[src/hw/rtl/lmbph_pkg.sv]
// ----------------------------------------------------------------------------
// lmbph_pkg
// Shared widths, register map, reset values and the fixed-point scaling
// helper for the level meter ballistics and peak hold block.
// ----------------------------------------------------------------------------
package lmbph_pkg;

    // field widths
    localparam int LEVEL_BITS = 16;
    localparam int COEF_BITS  = 16;
    localparam int HOLD_BITS  = 8;
    localparam int PROD_BITS  = LEVEL_BITS + COEF_BITS;

    // apb register map
    localparam int PDATA_BITS   = 32;
    localparam int REG_IDX_BITS = 2;
    localparam int PADDR_BITS   = REG_IDX_BITS + 2;

    localparam logic [REG_IDX_BITS-1:0] REG_ATTACK_COEF     = 2'd0;
    localparam logic [REG_IDX_BITS-1:0] REG_RELEASE_COEF    = 2'd1;
    localparam logic [REG_IDX_BITS-1:0] REG_PEAK_DECAY_COEF = 2'd2;
    localparam logic [REG_IDX_BITS-1:0] REG_HOLD_TICKS      = 2'd3;

    // register reset values
    localparam logic [COEF_BITS-1:0] ATTACK_COEF_RST     = 16'd26214;
    localparam logic [COEF_BITS-1:0] RELEASE_COEF_RST    = 16'd63570;
    localparam logic [COEF_BITS-1:0] PEAK_DECAY_COEF_RST = 16'd62915;
    localparam logic [HOLD_BITS-1:0] HOLD_TICKS_RST      = 8'd60;

    // configuration seen by the datapath
    typedef struct packed {
        logic [COEF_BITS-1:0] attack_coef;
        logic [COEF_BITS-1:0] release_coef;
        logic [COEF_BITS-1:0] peak_decay_coef;
        logic [HOLD_BITS-1:0] hold_ticks;
    } cfg_t;

    // level times q0.16 coefficient, truncated back to level width
    function automatic logic [LEVEL_BITS-1:0] scale_q016(
        input logic [LEVEL_BITS-1:0] value,
        input logic [COEF_BITS-1:0]  coef
    );
        logic [PROD_BITS-1:0] prod;
        begin
            prod = PROD_BITS'(value) * PROD_BITS'(coef);
            return prod[PROD_BITS-1:COEF_BITS];
        end
    endfunction

endpackage

[src/hw/rtl/lmbph_tick_if.sv]
// ----------------------------------------------------------------------------
// lmbph_tick_if
// Valid/ready channel carrying one meter tick with the current level.
// ----------------------------------------------------------------------------
interface lmbph_tick_if
    import lmbph_pkg::*;
();
    logic                  valid;
    logic                  ready;
    logic [LEVEL_BITS-1:0] current_level;

    modport source (output valid, output current_level, input ready);
    modport sink   (input valid, input current_level, output ready);
endinterface

[src/hw/rtl/lmbph_result_if.sv]
// ----------------------------------------------------------------------------
// lmbph_result_if
// Valid/ready channel carrying the smoothed level, peak and hold flag.
// ----------------------------------------------------------------------------
interface lmbph_result_if
    import lmbph_pkg::*;
();
    logic                  valid;
    logic                  ready;
    logic [LEVEL_BITS-1:0] smoothed_level;
    logic [LEVEL_BITS-1:0] peak_level;
    logic                  peak_holding;

    modport source (output valid, output smoothed_level, output peak_level,
                    output peak_holding, input ready);
    modport sink   (input valid, input smoothed_level, input peak_level,
                    input peak_holding, output ready);
endinterface

[src/hw/rtl/lmbph_apb_regs.sv]
// ----------------------------------------------------------------------------
// lmbph_apb_regs
// APB register file holding the ballistics coefficients and hold time.
// ----------------------------------------------------------------------------
module lmbph_apb_regs
    import lmbph_pkg::*;
(
    input  logic                  clk,
    input  logic                  rst_n,
    input  logic                  psel,
    input  logic                  penable,
    input  logic                  pwrite,
    input  logic [PADDR_BITS-1:0] paddr,
    input  logic [PDATA_BITS-1:0] pwdata,
    output logic [PDATA_BITS-1:0] prdata,
    output logic                  pready,
    output cfg_t                  cfg
);

    cfg_t                    cfg_reg;
    cfg_t                    cfg_next;
    logic                    wr_en;
    logic [REG_IDX_BITS-1:0] idx;

    assign pready = 1'b1;
    assign wr_en  = psel && penable && pwrite && pready;
    assign idx    = paddr[PADDR_BITS-1:2];
    assign cfg    = cfg_reg;

    // register write decode
    always_comb
    begin
        cfg_next = cfg_reg;
        if (wr_en)
        begin
            case (idx)
                REG_ATTACK_COEF:     cfg_next.attack_coef     = pwdata[COEF_BITS-1:0];
                REG_RELEASE_COEF:    cfg_next.release_coef    = pwdata[COEF_BITS-1:0];
                REG_PEAK_DECAY_COEF: cfg_next.peak_decay_coef = pwdata[COEF_BITS-1:0];
                REG_HOLD_TICKS:      cfg_next.hold_ticks      = pwdata[HOLD_BITS-1:0];
                default:             cfg_next = cfg_reg;
            endcase
        end
    end

    always_ff @(posedge clk or negedge rst_n)
    begin
        if (!rst_n)
        begin
            cfg_reg.attack_coef     <= ATTACK_COEF_RST;
            cfg_reg.release_coef    <= RELEASE_COEF_RST;
            cfg_reg.peak_decay_coef <= PEAK_DECAY_COEF_RST;
            cfg_reg.hold_ticks      <= HOLD_TICKS_RST;
        end
        else
        begin
            cfg_reg <= cfg_next;
        end
    end

    // read mux
    always_comb
    begin
        case (idx)
            REG_ATTACK_COEF:     prdata = PDATA_BITS'(cfg_reg.attack_coef);
            REG_RELEASE_COEF:    prdata = PDATA_BITS'(cfg_reg.release_coef);
            REG_PEAK_DECAY_COEF: prdata = PDATA_BITS'(cfg_reg.peak_decay_coef);
            REG_HOLD_TICKS:      prdata = PDATA_BITS'(cfg_reg.hold_ticks);
            default:             prdata = '0;
        endcase
    end

endmodule

[src/hw/rtl/lmbph_core.sv]
// ----------------------------------------------------------------------------
// lmbph_core
// Input register, attack/release smoothing and peak hold update, and the
// result register, with one tick entering per cycle while results are taken.
// ----------------------------------------------------------------------------
module lmbph_core
    import lmbph_pkg::*;
(
    input  logic                  clk,
    input  logic                  rst_n,
    input  cfg_t                  cfg,
    lmbph_tick_if.sink            tick,
    lmbph_result_if.source        result
);

    // input stage
    logic                  in_valid_reg;
    logic                  in_valid_next;
    logic [LEVEL_BITS-1:0] lvl_reg;

    // running state
    logic [LEVEL_BITS-1:0] smooth_reg;
    logic [LEVEL_BITS-1:0] smooth_next;
    logic [LEVEL_BITS-1:0] peak_reg;
    logic [LEVEL_BITS-1:0] peak_next;
    logic [HOLD_BITS-1:0]  hold_count_reg;
    logic [HOLD_BITS-1:0]  hold_count_next;

    // result stage
    logic                  out_valid_reg;
    logic                  out_valid_next;
    logic [LEVEL_BITS-1:0] out_smooth_reg;
    logic [LEVEL_BITS-1:0] out_peak_reg;
    logic                  out_holding_reg;

    logic                  tick_beat;
    logic                  advance;
    logic                  rising;
    logic [LEVEL_BITS-1:0] smooth_opnd;
    logic [COEF_BITS-1:0]  smooth_coef;
    logic [LEVEL_BITS-1:0] smooth_scaled;
    logic [LEVEL_BITS-1:0] peak_scaled;

    // handshake: the input stage moves on when the result register frees up
    assign advance      = in_valid_reg && (!out_valid_reg || result.ready);
    assign tick.ready   = !in_valid_reg || advance;
    assign tick_beat    = tick.valid && tick.ready;

    assign in_valid_next  = tick_beat ? 1'b1 : (advance ? 1'b0 : in_valid_reg);
    assign out_valid_next = advance ? 1'b1 : (result.ready ? 1'b0 : out_valid_reg);

    // smoothing: one shared multiplier for attack and release
    assign rising        = lvl_reg > smooth_reg;
    assign smooth_opnd   = rising ? (lvl_reg - smooth_reg) : smooth_reg;
    assign smooth_coef   = rising ? cfg.attack_coef : cfg.release_coef;
    assign smooth_scaled = scale_q016(smooth_opnd, smooth_coef);
    assign smooth_next   = rising ? (smooth_reg + smooth_scaled) : smooth_scaled;

    // peak hold and decay
    assign peak_scaled = scale_q016(peak_reg, cfg.peak_decay_coef);

    always_comb
    begin
        peak_next       = peak_reg;
        hold_count_next = hold_count_reg;
        if (lvl_reg > peak_reg)
        begin
            peak_next       = lvl_reg;
            hold_count_next = cfg.hold_ticks;
        end
        else if (hold_count_reg != '0)
        begin
            hold_count_next = hold_count_reg - HOLD_BITS'(1);
        end
        else
        begin
            peak_next = peak_scaled;
        end
    end

    // control and state registers
    always_ff @(posedge clk or negedge rst_n)
    begin
        if (!rst_n)
        begin
            in_valid_reg   <= 1'b0;
            out_valid_reg  <= 1'b0;
            smooth_reg     <= '0;
            peak_reg       <= '0;
            hold_count_reg <= '0;
        end
        else
        begin
            in_valid_reg  <= in_valid_next;
            out_valid_reg <= out_valid_next;
            if (advance)
            begin
                smooth_reg     <= smooth_next;
                peak_reg       <= peak_next;
                hold_count_reg <= hold_count_next;
            end
        end
    end

    // payload registers
    always_ff @(posedge clk)
    begin
        if (tick_beat)
        begin
            lvl_reg <= tick.current_level;
        end
        if (advance)
        begin
            out_smooth_reg  <= smooth_next;
            out_peak_reg    <= peak_next;
            out_holding_reg <= (hold_count_next != '0);
        end
    end

    assign result.valid          = out_valid_reg;
    assign result.smoothed_level = out_smooth_reg;
    assign result.peak_level     = out_peak_reg;
    assign result.peak_holding   = out_holding_reg;

endmodule

[src/hw/rtl/level_meter_ballistics_peak_hold.sv]
// ----------------------------------------------------------------------------
// level_meter_ballistics_peak_hold
// Level meter with attack/release smoothing and a held, decaying peak.
// ----------------------------------------------------------------------------
// A tick beat is captured in the input register, then in the result register,
// where its result beat is valid; a result not taken stalls both stages.
// Throughput: one tick per cycle while result.ready is high; the smoothing and
// peak update are 16x16 multiplies plus an add, fed by the state registers.
// Reset: rst_n clears smoothed level, peak and hold count to zero and loads
// the coefficient registers with their defaults; no clearing pass is needed.
// ----------------------------------------------------------------------------
module level_meter_ballistics_peak_hold
    import lmbph_pkg::*;
(
    input  logic                  clk,
    input  logic                  rst_n,
    input  logic                  psel,
    input  logic                  penable,
    input  logic                  pwrite,
    input  logic [PADDR_BITS-1:0] paddr,
    input  logic [PDATA_BITS-1:0] pwdata,
    output logic [PDATA_BITS-1:0] prdata,
    output logic                  pready,
    lmbph_tick_if.sink            tick,
    lmbph_result_if.source        result
);

    cfg_t cfg;

    // configuration registers
    lmbph_apb_regs u_regs (
        .clk     (clk),
        .rst_n   (rst_n),
        .psel    (psel),
        .penable (penable),
        .pwrite  (pwrite),
        .paddr   (paddr),
        .pwdata  (pwdata),
        .prdata  (prdata),
        .pready  (pready),
        .cfg     (cfg)
    );

    // ballistics datapath
    lmbph_core u_core (
        .clk    (clk),
        .rst_n  (rst_n),
        .cfg    (cfg),
        .tick   (tick),
        .result (result)
    );

endmodule
[src/flat_wrapper.sv]
// flat-port wrapper written by rule: the top's interface ports become plain ports
module level_meter_ballistics_peak_hold_flat import lmbph_pkg::*;
  (clk, rst_n, psel, penable, pwrite, paddr, pwdata, prdata, pready, tick_valid, tick_current_level, tick_ready, result_valid, result_smoothed_level, result_peak_level, result_peak_holding, result_ready);
  lmbph_tick_if tick_i ();
  lmbph_result_if result_i ();
  input  logic clk;
  input  logic rst_n;
  input  logic psel;
  input  logic penable;
  input  logic pwrite;
  input  logic [PADDR_BITS-1:0] paddr;
  input  logic [PDATA_BITS-1:0] pwdata;
  output logic [PDATA_BITS-1:0] prdata;
  output logic pready;
  input wire logic [$bits(tick_i.valid)-1:0] tick_valid;
  input wire logic [$bits(tick_i.current_level)-1:0] tick_current_level;
  output wire logic [$bits(tick_i.ready)-1:0] tick_ready;
  output wire logic [$bits(result_i.valid)-1:0] result_valid;
  output wire logic [$bits(result_i.smoothed_level)-1:0] result_smoothed_level;
  output wire logic [$bits(result_i.peak_level)-1:0] result_peak_level;
  output wire logic [$bits(result_i.peak_holding)-1:0] result_peak_holding;
  input wire logic [$bits(result_i.ready)-1:0] result_ready;
  assign tick_i.valid = tick_valid;
  assign tick_i.current_level = tick_current_level;
  assign tick_ready = tick_i.ready;
  assign result_valid = result_i.valid;
  assign result_smoothed_level = result_i.smoothed_level;
  assign result_peak_level = result_i.peak_level;
  assign result_peak_holding = result_i.peak_holding;
  assign result_i.ready = result_ready;
  level_meter_ballistics_peak_hold u_core (.clk(clk), .rst_n(rst_n), .psel(psel), .penable(penable), .pwrite(pwrite), .paddr(paddr), .pwdata(pwdata), .prdata(prdata), .pready(pready), .tick(tick_i), .result(result_i));
endmodule
[config.mk]
export PLATFORM = sky130hd
export DESIGN_NAME = level_meter_ballistics_peak_hold_flat
export DESIGN_NICKNAME = d
export VERILOG_FILES = /design/src/hw/rtl/lmbph_pkg.sv /design/src/hw/rtl/lmbph_tick_if.sv /design/src/hw/rtl/lmbph_result_if.sv /design/src/hw/rtl/lmbph_apb_regs.sv /design/src/hw/rtl/lmbph_core.sv /design/src/hw/rtl/level_meter_ballistics_peak_hold.sv /design/src/flat_wrapper.sv
export SDC_FILE = /design/constraint.sdc
export NUM_CORES = 2
export LEC_CHECK = 0
export ABC_AREA = 1
export BUFFER_PORTS_ARGS = -buffer_cell sky130_fd_sc_hd__buf_2
export CORE_ASPECT_RATIO = 1.75
export CORE_MARGIN = 3
export CORE_UTILIZATION = 60
export CTS_BUF_LIST = sky130_fd_sc_hd__clkbuf_2 sky130_fd_sc_hd__clkbuf_4 sky130_fd_sc_hd__clkbuf_8
export CTS_CLUSTER_DIAMETER = 150
export DETAILED_ROUTE_END_ITERATION = 12
export PLACE_DENSITY = 0.83
export SYNTH_ARGS = -nofsm -noshare
export SYNTH_HDL_FRONTEND = slang
export SYNTH_SLANG_ARGS = --single-unit
[constraint.sdc]
create_clock -name clk -period 12.55 [get_ports clk]
set_input_delay 0.6275 -clock clk [delete_from_list [all_inputs] [get_ports clk]]
set_output_delay 0.6275 -clock clk [all_outputs]
set_load 0.005 [all_outputs]
# Word level (Yosys, flattened, before mapping)
# Index checks and enable logic that the tools add are counted.
[classes] addsub=3 multipliers=2 order_cmp=2 eq_ne=3 mux=12 reduce_logical=17
[op_table] op="case mux 32 bit (4 select lines)" count=1
[op_table] op="two-way mux 16 bit" count=5
[op_table] op="multiplier 16 x 16 -> 32 bit" count=2
[op_table] op="> comparator 16 bit" count=2
[op_table] op="adder 16 bit" count=1
[op_table] op="two-way mux 8 bit" count=2
[op_table] op="nonzero test 8 bit" count=2
[op_table] op="subtractor 16 bit" count=1
[op_table] op="AND reduction 2 bit" count=4
[op_table] op="subtractor 8 x 1 -> 8 bit (second input constant)" count=1
[op_table] op="equality test 2 bit (second input constant)" count=2
[op_table] op="logical AND 1 bit" count=4
[op_table] op="two-way mux 1 bit" count=4
[op_table] op="nonzero test 2 bit" count=2
[op_table] op="equality test 2 x 1 -> 1 bit (second input constant)" count=1
[op_table] op="zero test 1 bit" count=2
[op_table] op="zero test 2 bit" count=1
[op_table] op="logical OR 1 bit" count=2
[word_totals] register_bits=147 input_bits=59 elab_cells=52

# Longest topological paths before layout
[logic_depth] depth_word=6 depth_mapped=58 mapped_depth_nobuf=55

# Cells and area by module
# Synthesis repeated with hierarchy kept, for this count alone.
[hier_totals] hier_cells=3334 hier_area_um2=25838.5
[modules_own_cells] module="lmbph_core" instances=1 cells_per_inst=2986 area_each_um2=22989.5
[modules_own_cells] module="lmbph_apb_regs" instances=1 cells_per_inst=348 area_each_um2=2849.0

# Worst setup path after synthesis
# Ideal clock, no wire load.
[synth_timing] kind="register -> register" from="register u_core.u_core.lvl_reg[0]" to="register u_core.u_core.out_smooth_reg[14] (netlist: u_core.u_core.result.smoothed_level[14]) (data pin)" setup_ns=0.255 t_arrival_ns=8.697 t_required_ns=12.295 setup_slack_ns=3.598 path_stages_with_launch=52 period_less_slack_ns=8.952 cell_sequence="edfxtp_1 -> inv_1 -> ha_1 -> inv_1 -> fa_1 -> nand2_1 -> nand2_1 -> nand3_2 -> nand2_4 -> nand2_4 -> nand2_4 -> nand2_4 -> buf_6 -> clkbuf_1 -> o21ai_0 -> inv_1 -> clkbuf_1 -> nor2_1 -> [16 not listed] -> nand2_1 -> nand2_1 -> xnor2_1 -> inv_1 -> fa_1 -> nand3_1 -> nand2_1 -> a21oi_1 -> o21ai_0 -> nand2_1 -> nand2_1 -> a21oi_1 -> o21ai_0 -> nand2_1 -> nand2_1 -> a21oi_1 -> o21ai_0 -> and2_1"
[synth_via] elab_chain_cells=5 word_cells_on_any_way=7 classes_between="add/sub: 2; mul: 1; order compare: 1; mux: 3"
[synth_lines] element="start, declared" line_no="lmbph_core.sv:19" text="logic [LEVEL_BITS-1:0] lvl_reg;"
[synth_lines] element="start signal, assigned" line_no="lmbph_core.sv:110" text="lvl_reg <= tick.current_level;"
[synth_lines] element="subtractor 16 bit / > comparator 16 bit (equally long branches)" line_no="lmbph_core.sv:54, lmbph_core.sv:53"
[synth_lines] element="two-way mux 16 bit, on equally long branches" line_no="lmbph_core.sv:54, lmbph_core.sv:55"
[synth_lines] element="multiplier 16 x 16 -> 32 bit" line_no="lmbph_pkg.sv:45" text="prod = PROD_BITS'(value) * PROD_BITS'(coef);"
[synth_lines] element="adder 16 bit" line_no="lmbph_core.sv:57" text="assign smooth_next = rising ? (smooth_reg + smooth_scaled) : smooth_scaled;"
[synth_lines] element="two-way mux 16 bit (*)" line_no="lmbph_core.sv:57"
[synth_lines] element="net u_core.u_core.smooth_next[14]" line_no="lmbph_core.sv:23" text="logic [LEVEL_BITS-1:0] smooth_next;"
[synth_lines] element="end signal, assigned" line_no="lmbph_core.sv:114" text="out_smooth_reg <= smooth_next;"
[synth_lines] element="end, declared" line_no="lmbph_core.sv:32" text="logic [LEVEL_BITS-1:0] out_smooth_reg;"
# The timed path passes the listed nets; every way through them passes the cells marked *.
# A chain may end at the register's enable or synchronous reset.

# Worst setup path after layout
# Ends and elaborated chain as after synthesis.

==> results.yml <==
cells_and_area:
  drive_gt1_share_pct: 7.034
  area_delta_synth_final_pct: 5.130
  largest_reg_flops: 56
  instances_no_fill: 3899
  final_cell_mix: "nand2_1 (850), inv_1 (749), fa_1 (388)"
  fin_nets: 4027
  final_cell_area_um2: 26900
  final_common_cell: "nand2_1"
sta:
  final-hold-violation-count: 0
  fmax_mhz: 89.35
  fin_setup_tns_ns: 0
  post-route-period-util_pct: 89.18
  relSlewSlack_pct: 30.90
  clock_skew_ns: 0.02358
  maxSlewViolCount: 0
  setup_viol: 0
  rsz0062_at_grt: "no"
  min_period_ns: 11.19
  max_slew.worst_pin.slew_ns: 1.030
synthesis:
  ys_seq_area_share_pct: 15.48
  synth_area_leaders: "fa_1 (30%), nand2_1 (12%), ha_1 (12%)"
  synth_edf_count: 49
  yosysTopAreaCell: "fa_1"
  postSynthCellCount: 3299
  synth.avg_cell_area_um2: 7.755
  yosysUniqueCellTypes: 54
  synthArstFlopShare_pct: 66.67
  synth_seq_cells: 147
  synth.cell_area_um2: 25580
  synth_top_area_share_pct: 30.36
  synthFlopType: "dfrtp_1"
  ys_warn_count: 0
cts:
  holdBufCountCts: 0
  clk_pin_slew_ns: 0.10
  clock_path_buffers: 2
  htreeDepth: 4
  cts_root_buffer: "clkbuf_8"
  cts_buffers: 17
  cts_num_sinks: 147
  post-cts-setup-buffers: 0
  clkLatencyLatePin_ns: 0.50
  cts_resized: 0
  cts_tree: "built"
routing:
  routed_via_density: 5.671
  routed_wl_um: 72840
  drt_pass1_iterations: 5
  first_iter_violations: 1501
  antenna_left: 0
  drc: 0
  vias: 22113
  wire_per_inst_um: 18.68
placement:
  port_buffers: 91
  gp_congestion: 1.002
  place_inst: 3864
  placed_cell_area_um2: 26500
  hpwl_um: 59120
worst_setup_path:
  regToRegSetupSlack_ns: 1.36
  worstPathMaxFanout: 75
  critical_path_arrival_ns: 11.46
  end_kind: "register"
  reg2reg_depth: 48
  cpMaxStageDelayCell: "o21ai_2"
  required_ns: 12.81
  rr_startpoint: "u_core.u_core.lvl_reg[0]"
  setup.worst_path.start_class: "register"
  slowest_delay_ns: 0.66
  r2r-end: "u_core.u_core.result.smoothed_level[14]"
  critical_path_class: "reg2reg"
grt:
  use_met3_pct: 4.661
  gr-total-overflow: 0
  grtUsageTotal_pct: 32.64
  grt_max_degree: 76
  grt_use_met1_pct: 32.06
  grt_pass1_wl_um: 114500
  met2_usage_pct: 59.30
  grt_antenna_before_repair: 3
  grt_most_used_layer: "met2"
  grt_pass1_vias: 22827
floorplanning:
  rows: 99
  die_h_um: 279.2
  die_w_um: 162.1
  ios: 127
  die_area_um2: 45250
  initial_utilization_pct: 61.11
  design.core.area_um2: 41870
run_status:
  run_status: "completed"
worst_hold_path:
  hp-class: "in2async"
job:
  max_cap_viol_count: 0
how the worst max path moves through the flow:
stage                                      start                                 endpoint  cells past startpoint
finish                  u_core.u_core.lvl_reg[0]  u_core.u_core.result.smoothed_level[14]                     48
global route        u_core.u_core.smooth_reg[11]  u_core.u_core.result.smoothed_level[14]                     47
CTS                     u_core.u_core.lvl_reg[0]  u_core.u_core.result.smoothed_level[14]                     48
detailed placement      u_core.u_core.lvl_reg[0]  u_core.u_core.result.smoothed_level[14]                     48
global placement        u_core.u_core.lvl_reg[0]  u_core.u_core.result.smoothed_level[14]                     48
floorplan               u_core.u_core.lvl_reg[0]  u_core.u_core.result.smoothed_level[14]                     51
synth_stat cells (18+ instances only):
master    instances
a21oi_1         134
clkbuf_1         98
dfrtp_1          68
dfstp_2          30
edfxtp_1         49
fa_1            388
ha_1            252
inv_1           749
nand2_1         850
nand3_1          66
nor2_1          209
o21ai_0         158
o21ai_1          18
xor2_1           21
metrics by stage:
step	utilization [%]	worst slack [ns]	hold slack (ns)
floorplan	-	3.598	0.3319
global placement	63.30	1.660	0.4649
detailed placement	63.30	1.590	0.4733
CTS	64.23	1.537	0.07570
global route	64.24	0.7726	0.07456
finish	64.24	1.358	0.07965
worst max-delay path, delay by kind of cell (launching register included):
kind / cells / cell delay [ns]
buffers and inverters: 9 / 1.26
AND/OR/NAND/NOR: 16 / 2.23
adder cells (fa/ha/maj): 10 / 4.27
flip-flops: 1 / 0.39
AO/OA/AOI/OAI: 13 / 2.77
layout make-up:
type	instances	area [um^2]
Multi-Input combinational cell	2276	18260
Fill cell	3615	14970
Sequential cell	147	3961
Inverter	757	2841
Timing Repair Buffer	129	743.2
Tap cell	555	694.4
Clock buffer	18	241.5
Clock inverter	14	146.4
Antenna cell	3	7.507
logic make-up after synthesis:
group / after synthesis / share of synthesized area (%)
AND/OR/NAND/NOR: 1204 / 18.99
AO/OA/AOI/OAI: 381 / 8.216
buffers and inverters: 891 / 13.38
flip-flops: 147 / 15.48
other: 2 / 0.02935
XOR/XNOR: 34 / 1.223
adder cells (fa/ha/maj): 640 / 42.68
routing by layer:
| metal | routed length [um] | vias to the layer above |
|---|---|---|
| met5 | 0 | - |
| met1 | 22670 | 10706 |
| li1 | - | 9969 |
| met4 | 7450 | 0 |
| met3 | 4283 | 431 |
| met2 | 38430 | 1007 |
Power is not shown: default switching activity piles up to over one toggle a cycle in this logic, so the estimate is an artifact.
